[config.mk]
export PLATFORM = sky130hd
export DESIGN_NAME = c6502_front
export DESIGN_NICKNAME = d
export VERILOG_FILES = /design/src/rtl/c6502_pkg.sv /design/src/rtl/c6502_front.sv
export SDC_FILE = /design/constraint.sdc
export NUM_CORES = 1
export LEC_CHECK = 0
export ABC_AREA = 1
export BUFFER_PORTS_ARGS = -buffer_cell sky130_fd_sc_hd__buf_2
export CAP_MARGIN = 10
export CORE_MARGIN = 2
export CORE_UTILIZATION = 40
export DETAILED_ROUTE_END_ITERATION = 16
export MAX_ROUTING_LAYER = met4
export PLACE_DENSITY = 0.69
export SKIP_CTS_REPAIR_TIMING = 1
export SYNTH_ARGS = -nofsm -noshare
export SYNTH_HDL_FRONTEND = slang
export SYNTH_SLANG_ARGS = --single-unit
[constraint.sdc]
create_clock -name clk -period 4.85 [get_ports clk]
set_input_delay 0.97 -clock clk [delete_from_list [all_inputs] [get_ports clk]]
set_output_delay 0.97 -clock clk [all_outputs]
set_load 0.005 [all_outputs]
[src/rtl/c6502_pkg.sv]
// Shared types, codes and constants of the 6502 subset executor.
`default_nettype none
package c6502_pkg;

  localparam int ADDR_BITS_DEF = 16;
  localparam int QDEPTH        = 2;

  // Item kinds; every operation code outside the list is classified as K_NONE.
  localparam logic [2:0] K_WRITE  = 3'd0;
  localparam logic [2:0] K_RESET  = 3'd1;
  localparam logic [2:0] K_EXEC   = 3'd2;
  localparam logic [2:0] K_VBLANK = 3'd3;
  localparam logic [2:0] K_READ   = 3'd4;
  localparam logic [2:0] K_NONE   = 3'd5;

  localparam logic [1:0] HALT_RUN  = 2'd0;
  localparam logic [1:0] HALT_BRK  = 2'd1;
  localparam logic [1:0] HALT_UNK  = 2'd2;

  localparam logic [15:0] PPU_STATUS_ADDR = 16'h2002;
  localparam logic [15:0] VEC_LO_ADDR     = 16'hFFFC;
  localparam logic [15:0] VEC_HI_ADDR     = 16'hFFFD;
  localparam logic [7:0]  VBLANK_BIT      = 8'h80;
  localparam logic [7:0]  SP_RESET        = 8'hFD;
  localparam logic [7:0]  FLAGS_RESET     = 8'h24;
  localparam logic [7:0]  FLAG_I          = 8'h04;
  localparam logic [7:0]  FLAG_N          = 8'h80;
  localparam logic [7:0]  FLAG_Z          = 8'h02;

  localparam logic [7:0] OP_NOP = 8'hEA, OP_BRK = 8'h00, OP_LDAI = 8'hA9, OP_LDAZ = 8'hA5;
  localparam logic [7:0] OP_LDAZX = 8'hB5, OP_LDAA = 8'hAD, OP_LDAAX = 8'hBD;
  localparam logic [7:0] OP_LDAAY = 8'hB9, OP_LDXI = 8'hA2, OP_SEI = 8'h78, OP_TXS = 8'h9A;
  localparam logic [7:0] OP_TAX = 8'hAA, OP_TXA = 8'h8A, OP_DEX = 8'hCA, OP_INX = 8'hE8;
  localparam logic [7:0] OP_TAY = 8'hA8, OP_TYA = 8'h98, OP_DEY = 8'h88, OP_INY = 8'hC8;
  localparam logic [7:0] OP_STXZ = 8'h86, OP_STXZY = 8'h96, OP_STXA = 8'h8E, OP_BPL = 8'h10;

  typedef struct packed {
    logic [2:0]  kind;
    logic [15:0] addr;
    logic [7:0]  data;
  } item_t;

  typedef struct packed {
    logic  vld;
    item_t item;
  } qhead_t;

endpackage
`default_nettype wire

[src/rtl/c6502_front.sv]
// Front end: accepts input words, classifies them and queues them for execution.
`default_nettype none
module c6502_front #(
  parameter int ADDR_BITS = c6502_pkg::ADDR_BITS_DEF
) (
  input  wire logic                clk,
  input  wire logic                rst_n,
  input  wire logic                in_tvalid,
  output logic                     in_tready,
  input  wire logic [2:0]          in_tuser,
  input  wire logic [ADDR_BITS-1:0] in_addr,
  input  wire logic [7:0]          in_data,
  input  wire logic                busy,
  input  wire logic                pop,
  output c6502_pkg::qhead_t        head
);
  localparam int PW = (c6502_pkg::QDEPTH > 1) ? $clog2(c6502_pkg::QDEPTH) : 1;
  localparam int CW = $clog2(c6502_pkg::QDEPTH + 1);

  c6502_pkg::item_t q_r [c6502_pkg::QDEPTH];
  logic [PW-1:0] wp_r, rp_r;
  logic [CW-1:0] cnt_r, cnt_nxt;
  logic push;
  c6502_pkg::item_t cls;

  always_comb begin
    cls.addr = 16'(in_addr);
    cls.data = in_data;
    if (in_tuser <= c6502_pkg::K_READ) begin
      cls.kind = in_tuser;
    end else begin
      cls.kind = c6502_pkg::K_NONE;
    end
  end

  assign in_tready = (cnt_r != CW'(c6502_pkg::QDEPTH)) && !busy;
  assign push      = in_tvalid && in_tready;
  assign head.vld  = (cnt_r != '0);
  assign head.item = q_r[rp_r];

  always_comb begin
    cnt_nxt = cnt_r;
    if (push && !pop) begin
      cnt_nxt = cnt_r + CW'(1);
    end else if (pop && !push) begin
      cnt_nxt = cnt_r - CW'(1);
    end
  end

  always_ff @(posedge clk) begin
    if (!rst_n) begin
      wp_r  <= '0;
      rp_r  <= '0;
      cnt_r <= '0;
    end else begin
      cnt_r <= cnt_nxt;
      if (push) begin
        wp_r <= (wp_r == PW'(c6502_pkg::QDEPTH - 1)) ? '0 : wp_r + PW'(1);
      end
      if (pop) begin
        rp_r <= (rp_r == PW'(c6502_pkg::QDEPTH - 1)) ? '0 : rp_r + PW'(1);
      end
    end
  end

  always_ff @(posedge clk) begin
    if (push) begin
      q_r[wp_r] <= cls;
    end
  end

endmodule
`default_nettype wire

==> results.toml <==
[status]
status = "complete, no violations"

[power_and_ir_drop]
irDropWorstVdd_uv = 201
seqPwrFrac_pct = 54.0
intPower_mw = 0.870
powerDensity_nw_per_um2 = 386
pwr-share-comb_pct = 9.0
pwr-share-clk_pct = 37.0
swShare_pct = 21.2
p_leak_nw = 1.18
p_sw_mw = 0.234

[placed_design]
pre_cts_slack_ns = 2.32
port_buffers = 60
gp_congestion = 0.691
hpwl_microns = 2410
dp_cells = 260

[worst_setup_path]
worstPathArrival_ns = 1.77
cp_max_fo = 27
crit_chain = "mux2_2 -> buf_2"
worstSetupEndpointType = "output port"
critical_path.slowest_cell = "dfxtp_2"
worstSetupPathType = "reg2out"
cp_data_required_time_ns = 3.88
critPathMaxStageDelay_ns = 0.88
startpoint_type = "flop"

[clock_network]
cts_max_level = 3
clockBufferDepth = 2
cts_tree = "yes"
cts_root_buf = "clkbuf_8"
cts.sinks = 59
clock_latency_ns = 0.32
clkTransAtPathRegs_ns = 0.06
cts_buffers = 9

[global_route]
grt_usage_pct = 12.4
grt_first_pass_wirelength_microns = 5620
grt_pass1_vias = 1223
gr-total-overflow = 0
antenna_found_initial = 0
grt_max_degree = 28

[route]
drcViolationCount = 0
first_pass_iters = 4
routed_wl_microns = 3650
drt_iter0_drc = 96
wl_per_cell_microns = 13.2
drtAntennaViolNets = 0
vias_per_cell = 4.49
dr_total_vias = 1239

[synth]
yosys.area.top_type_share_pct = 69.6
synth_nets = 164
avgSynthCellArea_sq_um = 17.8
ys_seq_area_share_pct = 73.9
synth_cells = 131
synth_top_cell_by_area = "edfxtp_1"
ys_types = 15
synth-seq-cells = 59
synth_area_sq_um = 2330
synthTopCellsByArea = "edfxtp_1, mux2_4, dfxtp_1"
ys_warn_count = 0

[sta]
finalSetupTns_ns = 0
setup_ws_ns = 2.11
finalCritPeriodShare_pct = 56.4
rsz0062_at_grt = "false"
drv_slew = 0
fin_hold_ws_ns = 0.516
hold_viol = 0
maxSlewHeadroom_pct = 28.0
period_needed_ns = 2.74
max_slew.worst_pin.slew_ns = 1.08
skew_ns = 0.00517
setup_violations = 0
fmax_ghz = 0.365

[finish]
final_cell_mix = "buf_2, edfxtp_1, mux2_4"
fin_nets = 232
utilization_pct = 51.3
area_growth_pct = 22.8
antennaDiodeCount = 0
final_common_cell = "buf_2"
final_layout_size_suffix_gt1_share_pct = 51.0
fin_cells = 276

[die]
rows = 27
die_h_microns = 80.3
start_util_pct = 41.8
fp.dieArea_sq_um = 6450
chipWidth_microns = 80.3
ios = 61
core-area_sq_um = 5570

[hold_path]
holdCritPathClass = "reg2reg"

[run]
cap_violations = 0
[area by class of cell]
| type | count | area (sq um) |
|---|---|---|
| flip-flops and latches | 59 | 1720 |
| clock buffers | 10 | 128 |
| clock inverters | 6 | 56.3 |
| multi-input cells | 55 | 508 |
| well taps | 72 | 90.1 |
| inverters | 13 | 48.8 |
| fillers | 470 | 2710 |
| repair buffers | 61 | 308 |
[worst paths after layout]
| kind | start | to | slack, ns | depth (start not counted) |
|---|---|---|---|---|
| worst max register to register | cnt_r[0]$_SDFFE_PN0P_ | q_r[0][21]$_DFFE_PP_ | 3.03 | 5 |
| worst max-delay path | flop | head[6] | 2.11 | 2 |
| worst min register to register | rp_r$_SDFFE_PN0P_ | flop | 0.52 | 2 |
| worst min-delay path | rp_r$_SDFFE_PN0P_ | flop | 0.52 | 2 |
[flip-flops by register name, indices dropped and copies added (netlist names), named ones only]
register and cells:
q_r 54, rp_r 1, wp_r 1, cnt_r 2
[per-stage QoR]
stage	power (mW)	cell area, sq um
floorplan	0.667	2330
global placement	0.705	2680
detailed placement	0.708	2680
CTS	1.12	2860
global route	1.15	2860
finish	1.10	2860
[cell usage after synthesis]
library cell	instances
mux2_2	7
nand3_1	2
nor2_1	6
nand2_1	13
ha_1	1
buf_12	2
a21oi_1	3
dfxtp_1	5
buf_6	1
mux2_4	20
nand4_1	2
inv_1	13
clkbuf_1	1
o21ai_0	1
edfxtp_1	54
[logic make-up (layout without fill, tap and decap cells)]
group	Yosys count	in the layout	share of synthesized area, %
adder cells (fa/ha/maj)	1	1	0.537
flip-flops	59	59	73.9
multiplexers	27	27	16.3
AND/OR/NAND/NOR	23	23	4.03
buffers and inverters	17	90	4.46
AO/OA/AOI/OAI	4	4	0.858
[critical path: cells and delay by family, from the launching register on]
| kind | cells | cell delay, ns |
|---|---|---|
| DFF | 1 | 0.88 |
| buffers and inverters | 1 | 0.13 |
| muxes | 1 | 0.42 |
[metal layers]
metal	GRT usage [%]	wire [microns]	vias to the layer above
li1	-	-	612
met1	14.0	1590	580
met2	19.4	1780	41
met3	4.72	227	6
met4	6.10	49	0
met5	-	0	-
[power by group through the flow]
stage / registers [mW] / logic (mW) / clock network (mW)
6_report: 0.596 / 0.0988 / 0.408
5_1_grt: 0.598 / 0.111 / 0.443
4_1_cts: 0.597 / 0.101 / 0.420
3_5_place_dp: 0.607 / 0.101 / 0
3_3_place_gp: 0.606 / 0.0987 / 0
2_1_floorplan: 0.597 / 0.0698 / 0
No activity file was read; power rests on OpenSTA's default activity.
